[src/rtl/lcbf_pkg.sv]
package lcbf_pkg;

   localparam int MAX_PIXELS = 65536;
   localparam int COUNT_W    = $clog2(MAX_PIXELS + 1);
   localparam int TOTAL_W    = $clog2(64'(255) * MAX_PIXELS + 1);
   localparam int STEP_W     = $clog2(TOTAL_W);

   localparam logic [2:0] CHANNELS_ACTIVE = 3'd4;

   localparam logic ACTION_ACCUM = 1'b0;
   localparam logic ACTION_FILL  = 1'b1;

   localparam logic KIND_COLOR = 1'b0;
   localparam logic KIND_PIXEL = 1'b1;

   localparam logic [7:0] BYTE_MAX = 8'd255;

   localparam logic [1:0] CH_RED   = 2'd0;
   localparam logic [1:0] CH_GREEN = 2'd1;
   localparam logic [1:0] CH_BLUE  = 2'd2;

   typedef enum logic [2:0] {
      ST_IDLE,
      ST_CHECK,
      ST_DIV,
      ST_STORE,
      ST_EMIT
   } lcbf_state_type;

   typedef struct packed {
      logic       pix_accept;
      logic       div_load;
      logic [1:0] load_ch;
      logic       div_step;
      logic       div_store;
      logic [1:0] store_ch;
      logic       color_emit;
   } lcbf_cmd_type;

   typedef struct packed {
      logic active;
      logic count_zero;
      logic out_free;
   } lcbf_status_type;

endpackage

[src/rtl/lcbf_req_if.sv]
interface lcbf_req_if;
   logic       valid;
   logic       ready;
   logic       action;
   logic [7:0] red;
   logic [7:0] green;
   logic [7:0] blue;
   logic [7:0] alpha;
   logic       last;

   modport source (output valid, action, red, green, blue, alpha, last, input ready);
   modport sink   (input valid, action, red, green, blue, alpha, last, output ready);
endinterface

[src/rtl/lcbf_rsp_if.sv]
interface lcbf_rsp_if;
   logic       valid;
   logic       ready;
   logic       kind;
   logic [7:0] out_red;
   logic [7:0] out_green;
   logic [7:0] out_blue;
   logic [7:0] out_alpha;

   modport source (output valid, kind, out_red, out_green, out_blue, out_alpha, input ready);
   modport sink   (input valid, kind, out_red, out_green, out_blue, out_alpha, output ready);
endinterface

[src/rtl/lcbf_ctrl.sv]
module lcbf_ctrl
   import lcbf_pkg::*;
(
   input  logic            clock,
   input  logic            reset,
   input  logic            req_valid,
   input  logic            req_action,
   input  logic            req_last,
   output logic            req_ready,
   input  lcbf_status_type status,
   output lcbf_cmd_type    cmd
);

   lcbf_state_type    state_ff, state_in;
   logic [1:0]        ch_ff, ch_in;
   logic [STEP_W-1:0] step_ff, step_in;
   logic              step_done;

   assign step_done = (step_ff == STEP_W'(TOTAL_W - 1));

   always_ff @(posedge clock) begin
      if (reset) begin
         state_ff <= ST_IDLE;
         ch_ff    <= CH_RED;
         step_ff  <= '0;
      end else begin
         state_ff <= state_in;
         ch_ff    <= ch_in;
         step_ff  <= step_in;
      end
   end

   always_comb begin
      state_in = state_ff;
      unique case (state_ff)
         ST_IDLE: begin
            if (req_ready && req_valid && req_action == ACTION_ACCUM && req_last) begin
               state_in = ST_CHECK;
            end
         end
         ST_CHECK: begin
            if (!status.active || status.count_zero) begin
               state_in = ST_EMIT;
            end else begin
               state_in = ST_DIV;
            end
         end
         ST_DIV: begin
            if (step_done) begin
               state_in = ST_STORE;
            end
         end
         ST_STORE: begin
            if (ch_ff == CH_BLUE) begin
               state_in = ST_EMIT;
            end else begin
               state_in = ST_DIV;
            end
         end
         ST_EMIT: begin
            if (status.out_free) begin
               state_in = ST_IDLE;
            end
         end
         default: state_in = ST_IDLE;
      endcase
   end

   always_comb begin
      req_ready      = 1'b0;
      cmd            = '0;
      cmd.store_ch   = ch_ff;
      cmd.load_ch    = ch_ff;
      ch_in          = ch_ff;
      step_in        = step_ff;
      unique case (state_ff)
         ST_IDLE: begin
            req_ready      = status.out_free;
            cmd.pix_accept = status.out_free && req_valid;
         end
         ST_CHECK: begin
            if (status.active && !status.count_zero) begin
               cmd.div_load = 1'b1;
               cmd.load_ch  = CH_RED;
               ch_in        = CH_RED;
               step_in      = '0;
            end
         end
         ST_DIV: begin
            cmd.div_step = 1'b1;
            step_in      = step_ff + 1'b1;
         end
         ST_STORE: begin
            cmd.div_store = 1'b1;
            if (ch_ff != CH_BLUE) begin
               cmd.div_load = 1'b1;
               cmd.load_ch  = ch_ff + 1'b1;
               ch_in        = ch_ff + 1'b1;
               step_in      = '0;
            end
         end
         ST_EMIT: begin
            cmd.color_emit = status.out_free;
         end
         default: begin
            req_ready = 1'b0;
         end
      endcase
   end

endmodule

[src/rtl/lcbf_dp.sv]
module lcbf_dp
   import lcbf_pkg::*;
(
   input  logic            clock,
   input  logic            reset,
   input  logic            csr_write_enable,
   input  logic [2:0]      csr_write_data,
   input  logic            req_action,
   input  logic [7:0]      req_red,
   input  logic [7:0]      req_green,
   input  logic [7:0]      req_blue,
   input  logic [7:0]      req_alpha,
   input  lcbf_cmd_type    cmd,
   output lcbf_status_type status,
   input  logic            rsp_ready,
   output logic            rsp_valid,
   output logic            rsp_kind,
   output logic [7:0]      rsp_red,
   output logic [7:0]      rsp_green,
   output logic [7:0]      rsp_blue,
   output logic [7:0]      rsp_alpha
);

   logic [2:0]         chan_count_ff;
   logic [TOTAL_W-1:0] red_total_ff, green_total_ff, blue_total_ff;
   logic [COUNT_W-1:0] count_ff;
   logic [7:0]         fill_red_ff, fill_green_ff, fill_blue_ff;
   logic [COUNT_W-1:0] rem_ff, rem_in;
   logic [TOTAL_W-1:0] quo_ff, quo_in;
   logic [7:0]         avg_red_ff, avg_green_ff, avg_blue_ff;
   logic               up_red_ff, up_green_ff, up_blue_ff;
   logic               out_valid_ff;
   logic               out_kind_ff;
   logic [7:0]         out_red_ff, out_green_ff, out_blue_ff, out_alpha_ff;

   logic               active;
   logic               counted;
   logic [TOTAL_W-1:0] dividend;
   logic [COUNT_W:0]   trial;
   logic [7:0]         lo, hi;
   logic [8:0]         sum_lh;
   logic [7:0]         con_red, con_green, con_blue;
   logic [7:0]         col_red, col_green, col_blue;

   function automatic logic [7:0] contrast(input logic [8:0] s, input logic [7:0] avg,
                                           input logic up);
      logic [8:0] ceil_avg;
      logic [8:0] diff;
      ceil_avg = {1'b0, avg} + {8'd0, up};
      diff     = s - ceil_avg;
      return (s > ceil_avg) ? diff[7:0] : 8'd0;
   endfunction

   assign active            = (chan_count_ff == CHANNELS_ACTIVE);
   assign counted           = active && (req_alpha != 8'd0) &&
                              (count_ff < COUNT_W'(MAX_PIXELS));
   assign status.active     = active;
   assign status.count_zero = (count_ff == '0);
   assign status.out_free   = !out_valid_ff || rsp_ready;

   always_ff @(posedge clock) begin
      if (reset) begin
         chan_count_ff <= CHANNELS_ACTIVE;
      end else if (csr_write_enable) begin
         chan_count_ff <= csr_write_data;
      end
   end

   // accumulate pass
   always_ff @(posedge clock) begin
      if (reset) begin
         red_total_ff   <= '0;
         green_total_ff <= '0;
         blue_total_ff  <= '0;
         count_ff       <= '0;
      end else if (cmd.color_emit) begin
         red_total_ff   <= '0;
         green_total_ff <= '0;
         blue_total_ff  <= '0;
         count_ff       <= '0;
      end else if (cmd.pix_accept && req_action == ACTION_ACCUM && counted) begin
         red_total_ff   <= red_total_ff + TOTAL_W'(req_red);
         green_total_ff <= green_total_ff + TOTAL_W'(req_green);
         blue_total_ff  <= blue_total_ff + TOTAL_W'(req_blue);
         count_ff       <= count_ff + 1'b1;
      end
   end

   // restoring divider, one quotient bit per cycle
   always_comb begin
      case (cmd.load_ch)
         CH_RED:   dividend = red_total_ff;
         CH_GREEN: dividend = green_total_ff;
         default:  dividend = blue_total_ff;
      endcase
   end

   assign trial = {rem_ff, quo_ff[TOTAL_W-1]};

   always_comb begin
      rem_in = rem_ff;
      quo_in = quo_ff;
      if (cmd.div_load) begin
         rem_in = '0;
         quo_in = dividend;
      end else if (cmd.div_step) begin
         if (trial >= {1'b0, count_ff}) begin
            rem_in = COUNT_W'(trial - {1'b0, count_ff});
            quo_in = {quo_ff[TOTAL_W-2:0], 1'b1};
         end else begin
            rem_in = trial[COUNT_W-1:0];
            quo_in = {quo_ff[TOTAL_W-2:0], 1'b0};
         end
      end
   end

   always_ff @(posedge clock) begin
      rem_ff <= rem_in;
      quo_ff <= quo_in;
      if (cmd.div_store) begin
         case (cmd.store_ch)
            CH_RED: begin
               avg_red_ff <= quo_ff[7:0];
               up_red_ff  <= (rem_ff != '0);
            end
            CH_GREEN: begin
               avg_green_ff <= quo_ff[7:0];
               up_green_ff  <= (rem_ff != '0);
            end
            default: begin
               avg_blue_ff <= quo_ff[7:0];
               up_blue_ff  <= (rem_ff != '0);
            end
         endcase
      end
   end

   // contrast color
   always_comb begin
      lo = avg_red_ff;
      hi = avg_red_ff;
      if (avg_green_ff < lo) lo = avg_green_ff;
      if (avg_blue_ff < lo)  lo = avg_blue_ff;
      if (avg_green_ff > hi) hi = avg_green_ff;
      if (avg_blue_ff > hi)  hi = avg_blue_ff;
   end

   assign sum_lh    = {1'b0, lo} + {1'b0, hi};
   assign con_red   = contrast(sum_lh, avg_red_ff, up_red_ff);
   assign con_green = contrast(sum_lh, avg_green_ff, up_green_ff);
   assign con_blue  = contrast(sum_lh, avg_blue_ff, up_blue_ff);

   always_comb begin
      if (!active) begin
         col_red   = 8'd0;
         col_green = 8'd0;
         col_blue  = 8'd0;
      end else if (count_ff == '0) begin
         col_red   = BYTE_MAX;
         col_green = BYTE_MAX;
         col_blue  = BYTE_MAX;
      end else begin
         col_red   = con_red;
         col_green = con_green;
         col_blue  = con_blue;
      end
   end

   always_ff @(posedge clock) begin
      if (reset) begin
         fill_red_ff   <= BYTE_MAX;
         fill_green_ff <= BYTE_MAX;
         fill_blue_ff  <= BYTE_MAX;
      end else if (cmd.color_emit && active) begin
         fill_red_ff   <= col_red;
         fill_green_ff <= col_green;
         fill_blue_ff  <= col_blue;
      end
   end

   // output register
   always_ff @(posedge clock) begin
      if (reset) begin
         out_valid_ff <= 1'b0;
      end else if (cmd.color_emit || (cmd.pix_accept && req_action == ACTION_FILL)) begin
         out_valid_ff <= 1'b1;
      end else if (rsp_ready) begin
         out_valid_ff <= 1'b0;
      end
   end

   always_ff @(posedge clock) begin
      if (cmd.color_emit) begin
         out_kind_ff  <= KIND_COLOR;
         out_red_ff   <= col_red;
         out_green_ff <= col_green;
         out_blue_ff  <= col_blue;
         out_alpha_ff <= BYTE_MAX;
      end else if (cmd.pix_accept && req_action == ACTION_FILL) begin
         out_kind_ff <= KIND_PIXEL;
         if (active && req_alpha == 8'd0) begin
            out_red_ff   <= fill_red_ff;
            out_green_ff <= fill_green_ff;
            out_blue_ff  <= fill_blue_ff;
            out_alpha_ff <= BYTE_MAX;
         end else begin
            out_red_ff   <= req_red;
            out_green_ff <= req_green;
            out_blue_ff  <= req_blue;
            out_alpha_ff <= req_alpha;
         end
      end
   end

   assign rsp_valid = out_valid_ff;
   assign rsp_kind  = out_kind_ff;
   assign rsp_red   = out_red_ff;
   assign rsp_green = out_green_ff;
   assign rsp_blue  = out_blue_ff;
   assign rsp_alpha = out_alpha_ff;

endmodule

[src/rtl/logo_contrast_background_fill_unit.sv]
// Contrast background fill for an RGBA logo streamed in two passes.
// req_bus carries one pixel per transfer: action 0 is the accumulate pass,
// action 1 the fill pass, last marks the final pixel of a pass.
// rsp_bus carries results: kind 0 is the contrast color, kind 1 a filled pixel.
// csr_write_enable/csr_write_data set channel_count; any value but 4 bypasses.
// Accumulate pixels that are not last give no result; a new pixel is taken while the output is free.
// Fill pixels give a registered result that shows in the cycle after the transfer.
// The last accumulate pixel starts the color computation: a check state, then
// a shared bit-serial divider runs the three channels in turn, each giving a
// TOTAL_W-bit quotient bit by bit and then a store state, then an emit state
// that waits for a free output, the color showing in the cycle after emit;
// empty or bypassed images pass through check and emit only.
// No pixel is taken while the color is being computed.
// A single output register holds each result; while the receiver stalls, a
// new pixel is taken only once the held result can leave in the same cycle.
// Reset clears the sums and count, sets the fill color to white and
// channel_count to 4, and drops rsp valid.
module logo_contrast_background_fill_unit
   import lcbf_pkg::*;
(
   input  logic              clock,
   input  logic              reset,
   lcbf_req_if.sink          req_bus,
   lcbf_rsp_if.source        rsp_bus,
   input  logic              csr_write_enable,
   input  logic [2:0]        csr_write_data
);

   lcbf_cmd_type    cmd;
   lcbf_status_type status;

   lcbf_ctrl u_ctrl (
      .clock      (clock),
      .reset      (reset),
      .req_valid  (req_bus.valid),
      .req_action (req_bus.action),
      .req_last   (req_bus.last),
      .req_ready  (req_bus.ready),
      .status     (status),
      .cmd        (cmd)
   );

   lcbf_dp u_dp (
      .clock            (clock),
      .reset            (reset),
      .csr_write_enable (csr_write_enable),
      .csr_write_data   (csr_write_data),
      .req_action       (req_bus.action),
      .req_red          (req_bus.red),
      .req_green        (req_bus.green),
      .req_blue         (req_bus.blue),
      .req_alpha        (req_bus.alpha),
      .cmd              (cmd),
      .status           (status),
      .rsp_ready        (rsp_bus.ready),
      .rsp_valid        (rsp_bus.valid),
      .rsp_kind         (rsp_bus.kind),
      .rsp_red          (rsp_bus.out_red),
      .rsp_green        (rsp_bus.out_green),
      .rsp_blue         (rsp_bus.out_blue),
      .rsp_alpha        (rsp_bus.out_alpha)
   );

endmodule

[src/flat_wrapper.sv]
// flat-port wrapper written by rule: the top's interface ports become plain ports
module logo_contrast_background_fill_unit_flat import lcbf_pkg::*;
  (clock, reset, csr_write_enable, csr_write_data, req_bus_valid, req_bus_action, req_bus_red, req_bus_green, req_bus_blue, req_bus_alpha, req_bus_last, req_bus_ready, rsp_bus_valid, rsp_bus_kind, rsp_bus_out_red, rsp_bus_out_green, rsp_bus_out_blue, rsp_bus_out_alpha, rsp_bus_ready);
  lcbf_req_if req_bus_i ();
  lcbf_rsp_if rsp_bus_i ();
  input  logic clock;
  input  logic reset;
  input  logic csr_write_enable;
  input  logic [2:0] csr_write_data;
  input wire logic [$bits(req_bus_i.valid)-1:0] req_bus_valid;
  input wire logic [$bits(req_bus_i.action)-1:0] req_bus_action;
  input wire logic [$bits(req_bus_i.red)-1:0] req_bus_red;
  input wire logic [$bits(req_bus_i.green)-1:0] req_bus_green;
  input wire logic [$bits(req_bus_i.blue)-1:0] req_bus_blue;
  input wire logic [$bits(req_bus_i.alpha)-1:0] req_bus_alpha;
  input wire logic [$bits(req_bus_i.last)-1:0] req_bus_last;
  output wire logic [$bits(req_bus_i.ready)-1:0] req_bus_ready;
  output wire logic [$bits(rsp_bus_i.valid)-1:0] rsp_bus_valid;
  output wire logic [$bits(rsp_bus_i.kind)-1:0] rsp_bus_kind;
  output wire logic [$bits(rsp_bus_i.out_red)-1:0] rsp_bus_out_red;
  output wire logic [$bits(rsp_bus_i.out_green)-1:0] rsp_bus_out_green;
  output wire logic [$bits(rsp_bus_i.out_blue)-1:0] rsp_bus_out_blue;
  output wire logic [$bits(rsp_bus_i.out_alpha)-1:0] rsp_bus_out_alpha;
  input wire logic [$bits(rsp_bus_i.ready)-1:0] rsp_bus_ready;
  assign req_bus_i.valid = req_bus_valid;
  assign req_bus_i.action = req_bus_action;
  assign req_bus_i.red = req_bus_red;
  assign req_bus_i.green = req_bus_green;
  assign req_bus_i.blue = req_bus_blue;
  assign req_bus_i.alpha = req_bus_alpha;
  assign req_bus_i.last = req_bus_last;
  assign req_bus_ready = req_bus_i.ready;
  assign rsp_bus_valid = rsp_bus_i.valid;
  assign rsp_bus_kind = rsp_bus_i.kind;
  assign rsp_bus_out_red = rsp_bus_i.out_red;
  assign rsp_bus_out_green = rsp_bus_i.out_green;
  assign rsp_bus_out_blue = rsp_bus_i.out_blue;
  assign rsp_bus_out_alpha = rsp_bus_i.out_alpha;
  assign rsp_bus_i.ready = rsp_bus_ready;
  logo_contrast_background_fill_unit u_core (.clock(clock), .reset(reset), .req_bus(req_bus_i), .rsp_bus(rsp_bus_i), .csr_write_enable(csr_write_enable), .csr_write_data(csr_write_data));
endmodule
[config.mk]
export PLATFORM = sky130hd
export DESIGN_NAME = logo_contrast_background_fill_unit_flat
export DESIGN_NICKNAME = d
export VERILOG_FILES = /design/src/rtl/lcbf_pkg.sv /design/src/rtl/lcbf_req_if.sv /design/src/rtl/lcbf_rsp_if.sv /design/src/rtl/lcbf_ctrl.sv /design/src/rtl/lcbf_dp.sv /design/src/rtl/logo_contrast_background_fill_unit.sv /design/src/flat_wrapper.sv
export SDC_FILE = /design/constraint.sdc
export NUM_CORES = 1
export LEC_CHECK = 0
export BUFFER_PORTS_ARGS = -buffer_cell sky130_fd_sc_hd__buf_2
export CAP_MARGIN = 5
export CORE_MARGIN = 5
export CORE_UTILIZATION = 50
export CTS_CLUSTER_SIZE = 20
export DETAILED_ROUTE_END_ITERATION = 8
export PLACE_DENSITY_LB_ADDON = 0.25
export SYNTH_ARGS = -nofsm -noshare
export SYNTH_HDL_FRONTEND = slang
export SYNTH_HIERARCHICAL = 1
export SYNTH_SLANG_ARGS = --single-unit
[constraint.sdc]
create_clock -name clock -period 19.6 [get_ports clock]
set_input_delay 1.96 -clock clock [delete_from_list [all_inputs] [get_ports clock]]
set_output_delay 1.96 -clock clock [all_outputs]
set_load 0.05 [all_outputs]
==> flow_summary.json, run 1 <==
{
  "power.density_nw_per_um2": 83.64,
  "critPathLaunch": "u_core/u_dp/avg_green_ff[1]",
  "hold_class": "reg -> reg",
  "cts_buffer_depth": 3,
  "cts_sinks": 228,
  "p_leak_uw": 0.006203,
  "ys_top_cells_by_area": "dfxtp_1 21%, edfxtp_1 16%, ha_1 9.3%",
  "synth_cells": 1561,
  "cts_setup_buffers": 0,
  "gp_congestion": 0.9474,
  "io_buffers": 76,
  "grt_util_all_layers": 0.2175,
  "r2r_setup_slack_ps": 11530,
  "synth_area_per_cell_um2": 9.204,
  "worstSetupStartpointType": "register",
  "first_iter_violations": 876,
  "synth_top_area_share": 0.2132,
  "hold_path_depth": 2,
  "place_worst_setup_slack_ps": 11570,
  "rows": 62,
  "synth_edf_count": 75,
  "fp.coreArea_um2": 28550,
  "r2r-end": "u_core/u_dp/rsp_red[7]",
  "worst_pin_slew_ps": 1094,
  "ir_drop_mv": 0.07321,
  "ioPinCount": 77,
  "drt_wl_total_mm": 36.65,
  "path_max_fanout": 13,
  "synth-seq-cells": 228,
  "yosys.area.top_type": "dfxtp_1",
  "slowest_delay_ps": 670,
  "period_share": 0.4117,
  "antenna_found_initial": 0,
  "grt_max_degree": 90,
  "wl_per_cell_um": 18.12,
  "first_pass_iters": 7,
  "cts_buffers": 27,
  "holdPathEnd": "u_core/u_dp/fill_green_ff[7]",
  "hold_buffers": 0,
  "multi_input_area_um2": 8462,
  "final_cell_mix": "153 x dfxtp_1, 144 x nor2_1, 112 x nand2_1",
  "die_x_um": 179.5,
  "regArea_um2": 5315,
  "arrival_ps": 8290,
  "synth_area_um2": 14370,
  "cap_violations": 0,
  "start_util": 0.5033,
  "r2r_start": "u_core/u_dp/avg_green_ff[1]",
  "postCtsResizedCells": 0,
  "finalCriticalPeriod_ps": 8069,
  "yosysSeqAreaShare": 0.3699,
  "nFillCells": 2554,
  "dp_hpwl_mm": 27.36,
  "max_slew_margin": 0.2707,
  "worstSetupEndpointType": "register",
  "diodes": 0,
  "setup_tns_ps": 0,
  "path_buf_inv": 1,
  "dieArea_um2": 32230,
  "grt_pass1_wl_mm": 58.66,
  "clkTransAtPathRegs_ps": 60,
  "areaGrowthSynthToFinish_pct": 11.32,
  "rsz0062_at_grt": "no",
  "routed_via_density": 5.669,
  "synth_flop_cell": "dfxtp_1",
  "hold_violations": 0,
  "max_freq_ghz": 0.1239,
  "worst_ep_required_time_ps": 19830,
  "cts_root_buf": "clkbuf_16",
  "reg2regPathDepth": 29,
  "slew_violations": 0,
  "cts_tree": "done",
  "syn-num-nets": 1718,
  "grt_pass1_vias": 10890,
  "grt_overflow_total": 0,
  "drive_gt1_frac": 0.1190,
  "path_common_cell": "ha_1",
  "status": "completed",
  "ys_types": 72,
  "fin_ws_ps": 11530,
  "synthArstFlopShare": 0,
  "final_common_cell": "dfxtp_1",
  "cts_max_level": 1,
  "critPathKind": "reg -> reg",
  "nets": 1775,
  "worstSkewPairLatency_ps": 530,
  "path_delay_family": "compound AO/OA/AOI/OAI gates",
  "fp.dieH_um": 179.5,
  "worstHoldStart": "u_core/u_dp/fill_green_ff[7]",
  "ant_nets": 0,
  "drc": 0,
  "skew_ps": 11.73,
  "vias": 11470,
  "yosys_warnings": 6,
  "setup_violations": 0,
  "slowest_stage": "o311ai_2"
}
==> report_power, final <==
group / total [uW] / switching, uW / internal [uW] / leakage [uW]
Combinational: 286 / 171 / 115 / 0.00384
Clock: 516 / 205 / 311 / 0.000443
Sequential: 535 / 22.3 / 513 / 0.00192
Total: 1340 / 399 / 939 / 0.00620
==> cells in the mapped netlist (5+ instances only) <==
library cell / n
edfxtp_1: 75
o211ai_1: 9
a21o_1: 23
nor2_1: 145
inv_1: 92
or2_2: 10
clkbuf_1: 51
mux2_2: 25
nor3b_1: 7
nand2_1: 112
dfxtp_1: 153
o221ai_1: 22
and2_1: 9
fa_1: 8
nand3_1: 37
a21oi_1: 104
a31oi_1: 5
o21bai_1: 13
ha_1: 107
xor2_1: 46
nand2b_1: 14
xnor2_1: 83
a31o_2: 9
o21ai_0: 86
a211oi_1: 20
nor2b_1: 19
o21a_1: 14
nor3_1: 34
nand4_1: 30
mux2i_1: 89
nor4_1: 14
and3_1: 14
and4_1: 6
or3_1: 12
==> final cells by class <==
type / count / area share
multi-input combinational: 1181 / 0.5291
sequential: 228 / 0.3323
clock buffer: 30 / 0.04357
tap: 384 / 0.03004
timing repair buffer: 88 / 0.02941
inverter: 92 / 0.02159
clock inverter: 20 / 0.01400
==> worst max-delay path by stage <==
stage | cells past startpoint | slack [ps] | endpoint
6_report | 29 | 11530 | u_core/u_dp/rsp_red[7]
5_1_grt | 29 | 11090 | u_core/u_dp/rsp_red[7]
4_1_cts | 29 | 11550 | u_core/u_dp/rsp_red[7]
3_5_place_dp | 29 | 11570 | u_core/u_dp/rsp_red[7]
3_3_place_gp | 29 | 11640 | u_core/u_dp/rsp_red[7]
2_1_floorplan | 30 | 12810 | u_core/u_dp/rsp_red[4]
==> per-layer routing <==
| metal | up-vias | wire length (um) | GRT usage |
|---|---|---|---|
| li1 | 5741 | - | - |
| met3 | 41 | 1616 | 0.02567 |
| met5 | - | 0 | 0 |
| met4 | 0 | 617 | 0.04358 |
| met1 | 5430 | 17370 | 0.3058 |
| met2 | 256 | 17050 | 0.3646 |
==> worst reg2reg max path, delay by kind of cell, from the launching register on <==
family          cells  cell delay, ps
compound gates     15            3710
fa+ha+maj           5            1600
simple gates        6            1030
mux                 2             750
flops               1             510
buf+inv             1             150
==> state kept, by name, summed over array words and instances (netlist names), 17 cells and up <==
signal,count
u_core/u_dp/blue_total_ff,24
u_core/u_dp/green_total_ff,24
u_core/u_dp/quo_ff,24
u_core/u_dp/red_total_ff,24
u_core/u_dp/count_ff,17
u_core/u_dp/rem_ff,17
==> metrics by stage <==
| stage | util | instance area (um^2) | power, uW | hold WS, ps | cells |
|---|---|---|---|---|---|
| 2_1_floorplan | - | 14370 | 765.6 | 436.3 | 1561 |
| 3_3_place_gp | 0.5280 | 15070 | 825.1 | 446.1 | 1973 |
| 3_5_place_dp | 0.5280 | 15070 | 827.9 | 450.7 | 1973 |
| 4_1_cts | 0.5603 | 15990 | 1349 | 466.8 | 2023 |
| 5_1_grt | 0.5603 | 15990 | 1406 | 493.6 | 2023 |
| 6_report | 0.5603 | 15990 | 1338 | 467.0 | 2023 |
==> kinds of logic after synthesis <==
group,count (synthesis),share of synthesized area
AOI/OAI and AO/OA,346,0.1623
xor gates and xnor gates,129,0.07864
adders and majority gates,115,0.1043
buffers and inverters,152,0.04163
DFF,228,0.3699
muxes,114,0.08160
and+or+nand+nor,477,0.1615
Note: power is estimated with default switching activity, not from simulation.
==> inputs of run 2 (changes only) <==
--- a/config.mk
+++ b/config.mk
@@ -5,6 +5,7 @@
 export SDC_FILE = /design/constraint.sdc
 export NUM_CORES = 1
 export LEC_CHECK = 0
+export ABC_AREA = 1
 export BUFFER_PORTS_ARGS = -buffer_cell sky130_fd_sc_hd__buf_2
 export CAP_MARGIN = 5
 export CORE_MARGIN = 5
==> constraint.sdc (replaced) <==
create_clock -name clock -period 8.4 [get_ports clock]
set_input_delay 0.84 -clock clock [delete_from_list [all_inputs] [get_ports clock]]
set_output_delay 0.84 -clock clock [all_outputs]
set_load 0.05 [all_outputs]
==> run 2 against run 1 <==
Against the previous run:
- non-clock buffer count did not move
- combinational power rose to 6.0 times the previous value
- maximum frequency rose by 21%
- global-route usage rose by 2.6 points
- sequential cell count did not move
- largest power group is now combinational logic
- highest routed layer is now met5
==> flow_summary.json, run 2 <==
{
  "finalCriticalPeriod_ps": 6667,
  "diodes": 0,
  "worst_pin_slew_ps": 1232,
  "synth_area_um2": 15120,
  "yosys_warnings": 6,
  "dieArea_um2": 33810,
  "critPathLaunch": "u_core/u_dp/avg_red_ff[5]",
  "fp.dieH_um": 183.9,
  "power.density_nw_per_um2": 260.1,
  "pwr-share-comb": 0.392,
  "cts_setup_buffers": 0,
  "drc": 0,
  "die_x_um": 183.9,
  "grt_pass1_wl_mm": 67.99,
  "ant_nets": 0,
  "wl_per_cell_um": 16.21,
  "dp_hpwl_mm": 31.75,
  "hold_buffers": 0,
  "ir_drop_mv": 0.2362,
  "p_clk_frac": 0.274,
  "synth_edf_count": 75,
  "drt_wl_total_mm": 42.17,
  "nets": 2348,
  "worst_ep_required_time_ps": 8680,
  "fin_ws_ps": 1733,
  "start_util": 0.5087,
  "syn-num-nets": 2289,
  "post-route-util": 0.5645,
  "instances_no_fill": 2602,
  "clkTransAtPathRegs_ps": 60,
  "cts_buffer_depth": 3,
  "p_leak_uw": 0.007385,
  "hold_class": "reg -> reg",
  "synth_flop_cell": "dfxtp_1",
  "slowest_delay_ps": 760,
  "cts_sinks": 228,
  "worstSetupStartpointType": "register",
  "grt_max_degree": 59,
  "yosysSeqAreaShare": 0.3516,
  "internal_power_uw": 2608,
  "ys_types": 50,
  "fp.coreArea_um2": 29720,
  "worstSetupEndpointType": "register",
  "cap_violations": 0,
  "first_pass_iters": 6,
  "vias": 14370,
  "routed_via_density": 5.521,
  "place_area_um2": 15860,
  "rows": 63,
  "r2r_start": "u_core/u_dp/avg_red_ff[5]",
  "synth-seq-cells": 228,
  "worstSkewPairLatency_ps": 540,
  "skew_ps": 16.12,
  "synth_cells": 2132,
  "place_worst_setup_slack_ps": 1789,
  "max_freq_ghz": 0.1500,
  "synthArstFlopShare": 0,
  "antenna_found_initial": 1,
  "cts_max_level": 1,
  "power.switching_uw": 1756,
  "gp_congestion": 0.9560,
  "cts_buffers": 27,
  "drive_gt1_frac": 0.08273,
  "path_common_cell": "nand2_1",
  "dp.cells": 2552,
  "worstHoldStart": "u_core/u_dp/rsp_kind",
  "yosys.area.top_type": "dfxtp_1",
  "first_iter_violations": 1178,
  "r2r_setup_slack_ps": 1730,
  "postCtsResizedCells": 0,
  "setup_violations": 0,
  "synth_top_area_share": 0.2026,
  "rsz0062_at_grt": "no",
  "ioPinCount": 77,
  "arrival_ps": 6940,
  "grt_pass1_vias": 13420,
  "period_share": 0.7937,
  "cts_root_buf": "clkbuf_16",
  "yosys-top-cells-count": "554 x nand2_1, 258 x inv_1, 183 x a21oi_1",
  "slowest_stage": "a211oi_1",
  "grt_util_all_layers": 0.2432,
  "final_cell_mix": "554 x nand2_1, 258 x inv_1, 183 x a21oi_1",
  "final_common_cell": "nand2_1",
  "fin_area_um2": 16780,
  "hold_violations": 0,
  "p_sw_frac": 0.4024,
  "path_max_fanout": 16,
  "yosysMostFrequentCell": "nand2_1",
  "p_seq_frac": 0.334,
  "areaGrowthSynthToFinish_pct": 10.98,
  "grt_overflow_total": 0,
  "critPathKind": "reg -> reg",
  "max_slew_margin": 0.1777,
  "ys_top_cells_by_area": "dfxtp_1 20%, edfxtp_1 15%, nand2_1 14%",
  "slew_violations": 0,
  "status": "completed",
  "io_buffers": 76,
  "cts_tree": "done",
  "setup_tns_ps": 0,
  "synth_area_per_cell_um2": 7.091
}
run 2: cell types whose count changed after synthesis, sizes merged, moves of 18 or more:
cell,delta
a211oi,-18
a21oi,+80
inv,+173
mux2,-25
mux2i,-89
nand2,+449
nand3,+78
nor2,+50
nor2b,-19
o21ai,+85
o221ai,-20
xnor2,-67
run 2: critical path, delay by kind of cell (launching register included):
kind | cells | cell delay (ps)
AO/OA/AOI/OAI | 9 | 2220
XOR/XNOR | 1 | 280
adder cells (fa/ha/maj) | 5 | 1630
buffers and inverters | 2 | 200
flip-flops | 1 | 420
AND/OR/NAND/NOR | 13 | 1650
run 2: final timing paths:
path,end,cells past startpoint
min,u_core/u_dp/rsp_kind,2
max,u_core/u_dp/rsp_red[2],30
max reg2reg,u_core/u_dp/rsp_red[2],30
min reg2reg,u_core/u_dp/rsp_kind,2
run 2: metal layers:
layer  routed length [um]  part of all wire  global-route usage  vias up
met5                   11           0.00026                   0        -
met4                 1722             0.041             0.08962        2
met3                 2338             0.055             0.02869      105
met2                19170              0.45              0.4015      462
met1                18930              0.45              0.3291     6608
li1                     -                 -                   -     7188
run 2: kinds of logic after synthesis:
kind of cell / after synthesis / share of synthesized area
buffers and inverters: 323 / 0.08153
and+or+nand+nor: 984 / 0.2817
adders and majority gates: 115 / 0.09916
xor gates and xnor gates: 65 / 0.03766
DFF: 228 / 0.3516
AOI/OAI and AO/OA: 417 / 0.1484
run 2: area by class of cell:
| class | count | area [um^2] |
|---|---|---|
| Sequential cell | 228 | 5315 |
| Timing Repair Buffer | 88 | 470.5 |
| Multi-Input combinational cell | 1581 | 8589 |
| Clock buffer | 37 | 795.8 |
| Tap cell | 390 | 488.0 |
| Inverter | 265 | 994.7 |
| Clock inverter | 13 | 122.6 |
| Fill cell | 2858 | 12940 |
run 2: metrics by stage:
step	hold WS, ps	power, uW
floorplan	429.2	2747
global placement	439.9	3146
detailed placement	447.9	3171
CTS	463.3	4385
global route	479.1	4663
finish	462.3	4364
run 2: power groups by stage:
| stage | clock, uW | combinational (uW) | sequential, uW |
|---|---|---|---|
| 2_1_floorplan | 0 | 1140 | 1610 |
| 3_3_place_gp | 0 | 1670 | 1480 |
| 3_5_place_dp | 0 | 1690 | 1480 |
| 4_1_cts | 1230 | 1700 | 1460 |
| 5_1_grt | 1270 | 1910 | 1480 |
| 6_report | 1200 | 1710 | 1460 |
==> inputs of run 3 (changes only) <==
==> constraint.sdc (replaced) <==
create_clock -name clock -period 6.85 [get_ports clock]
set_input_delay 0.685 -clock clock [delete_from_list [all_inputs] [get_ports clock]]
set_output_delay 0.685 -clock clock [all_outputs]
set_load 0.05 [all_outputs]
==> run 3 against run 2 <==
Against the previous run:
- highest routed layer unchanged
- largest cell class unchanged
- maximum frequency up 9.2%
- clock skew up 1.0 ps
- critical endpoint is now u_core/u_dp/rsp_green[3]
- sequential cell count unchanged
- critical path depth up 4
- routed wire length about the same
- critical path type unchanged
==> flow_summary.json, run 3 (synthesis results as in run 2) <==
{
  "grt_overflow_total": 0,
  "max_freq_ghz": 0.1638,
  "instances_no_fill": 2604,
  "routed_via_density": 5.468,
  "cts_max_level": 1,
  "status": "completed",
  "worst_pin_slew_ps": 1173,
  "cts_buffers": 27,
  "rows": 63,
  "ioPinCount": 77,
  "wl_per_cell_um": 16.21,
  "finalCriticalPeriod_ps": 6107,
  "cap_violations": 0,
  "hold_class": "in -> reg",
  "critPathKind": "reg -> reg",
  "antenna_found_initial": 1,
  "ir_drop_mv": 0.2580,
  "slew_violations": 0,
  "hold_buffers": 0,
  "grt_pass1_wl_mm": 67.88,
  "cts_buffer_depth": 3,
  "io_buffers": 76,
  "diodes": 0,
  "drive_gt1_frac": 0.08627,
  "multi_input_area_um2": 8593,
  "fp.coreArea_um2": 29720,
  "slowest_stage": "edfxtp_1",
  "worstSkewPairLatency_ps": 530,
  "gp_congestion": 0.9331,
  "final_cell_mix": "554 x nand2_1, 258 x inv_1, 183 x a21oi_1",
  "power.density_nw_per_um2": 324.7,
  "arrival_ps": 6380,
  "grt_pass1_vias": 13500,
  "reg2regPathDepth": 34,
  "vias": 14240,
  "worstSetupStartpointType": "register",
  "path_common_cell": "nand2_1",
  "skew_ps": 17.15,
  "busiest_layer": "met2",
  "max_slew_margin": 0.2150,
  "worst_ep_required_time_ps": 7130,
  "areaGrowthSynthToFinish_pct": 11.60,
  "grt_util_all_layers": 0.2430,
  "hold_path_depth": 3,
  "dp.cells": 2555,
  "hold_violations": 0,
  "fp.dieH_um": 183.9,
  "nFillCells": 2802,
  "worst_hold_slack_ps": 366.0,
  "slowest_delay_ps": 490,
  "p_total_uw": 5478,
  "setup_tns_ps": 0,
  "die_x_um": 183.9,
  "met1_usage": 0.3299,
  "dp_hpwl_mm": 31.66,
  "clkTransAtPathRegs_ps": 60,
  "ant_nets": 0,
  "cts_sinks": 228,
  "p_leak_uw": 0.007443,
  "period_share": 0.8915,
  "worstSetupEndpointType": "register",
  "start_util": 0.5087,
  "drc": 0,
  "cts_root_buf": "clkbuf_16",
  "met3_usage": 0.03819,
  "first_pass_iters": 5,
  "final_common_cell": "nand2_1",
  "drt_wl_total_mm": 42.21,
  "rsz0062_at_grt": "no",
  "regArea_um2": 5315,
  "first_iter_violations": 965,
  "path_max_fanout": 15,
  "cts_tree": "done",
  "setup_violations": 0,
  "nets": 2351,
  "dieArea_um2": 33810,
  "grt_max_degree": 59,
  "grtUsageMet2": 0.3943
}
[run 3: changes by cell type in the layout (fill, tap and decap cells not counted)]
cell and delta:
o21ai_2 +1, bufinv_16 +4, clkbuf_16 -1, o21ai_1 -1
inv_4 +2, clkbuf_8 -1, clkinvlp_4 -1, clkinv_2 +2
clkinv_1 -4, inv_6 -1, clkbuf_1 -1, buf_4 +3
[run 3: critical path: cells and delay by family (launching register included)]
kind            cells  cell delay [ps]
flops               1              490
fa+ha+maj           5             1670
xor+xnor            1              260
compound gates      7             1360
simple gates       18             1690
buf+inv             3              400
[run 3: layer usage]
metal	share of wire	routed length [um]
met1	0.45	19140
met4	0.039	1630
met5	0.00031	13
met3	0.060	2520
met2	0.45	18900
[run 3: where the power goes]
| part | switching, uW | internal (uW) | leakage (uW) | total (uW) |
|---|---|---|---|---|
| clock network | 585 | 1000 | 0.000488 | 1590 |
| registers | 137 | 1650 | 0.00192 | 1780 |
| logic | 1440 | 666 | 0.00503 | 2100 |
[run 3: through the flow]
| stage | setup slack [ps] | utilization | instance area (um^2) |
|---|---|---|---|
| 2_1_floorplan | 1284 | - | 15120 |
| 3_3_place_gp | 869.3 | 0.5344 | 15880 |
| 3_5_place_dp | 714.8 | 0.5344 | 15880 |
| 4_1_cts | 683.9 | 0.5676 | 16870 |
| 5_1_grt | 242.6 | 0.5677 | 16870 |
| 6_report | 743.4 | 0.5677 | 16870 |
[run 3: cell type report]
type,instances,area share
inverter,265,0.05896
multi-input combinational,1581,0.5093
tap,390,0.02892
timing repair buffer,91,0.02922
sequential,228,0.3150
clock buffer,34,0.04465
clock inverter,15,0.01387
[run 3: worst paths after layout]
check	start	endpoint	slack, ps
hold / removal	csr_write_data[2]	u_core/u_dp/chan_count_ff[2]	370
setup reg to reg	u_core/u_dp/avg_red_ff[3]	u_core/u_dp/rsp_green[3]	740
hold reg to reg	u_core/u_dp/rsp_kind	u_core/u_dp/rsp_kind	460
setup / recovery	u_core/u_dp/avg_red_ff[3]	u_core/u_dp/rsp_green[3]	740
[run 3: timing repair]
item,in CTS,in global routing
gates resized for setup,0,1
setup endpoints to repair,0,25
setup buffers,0,0
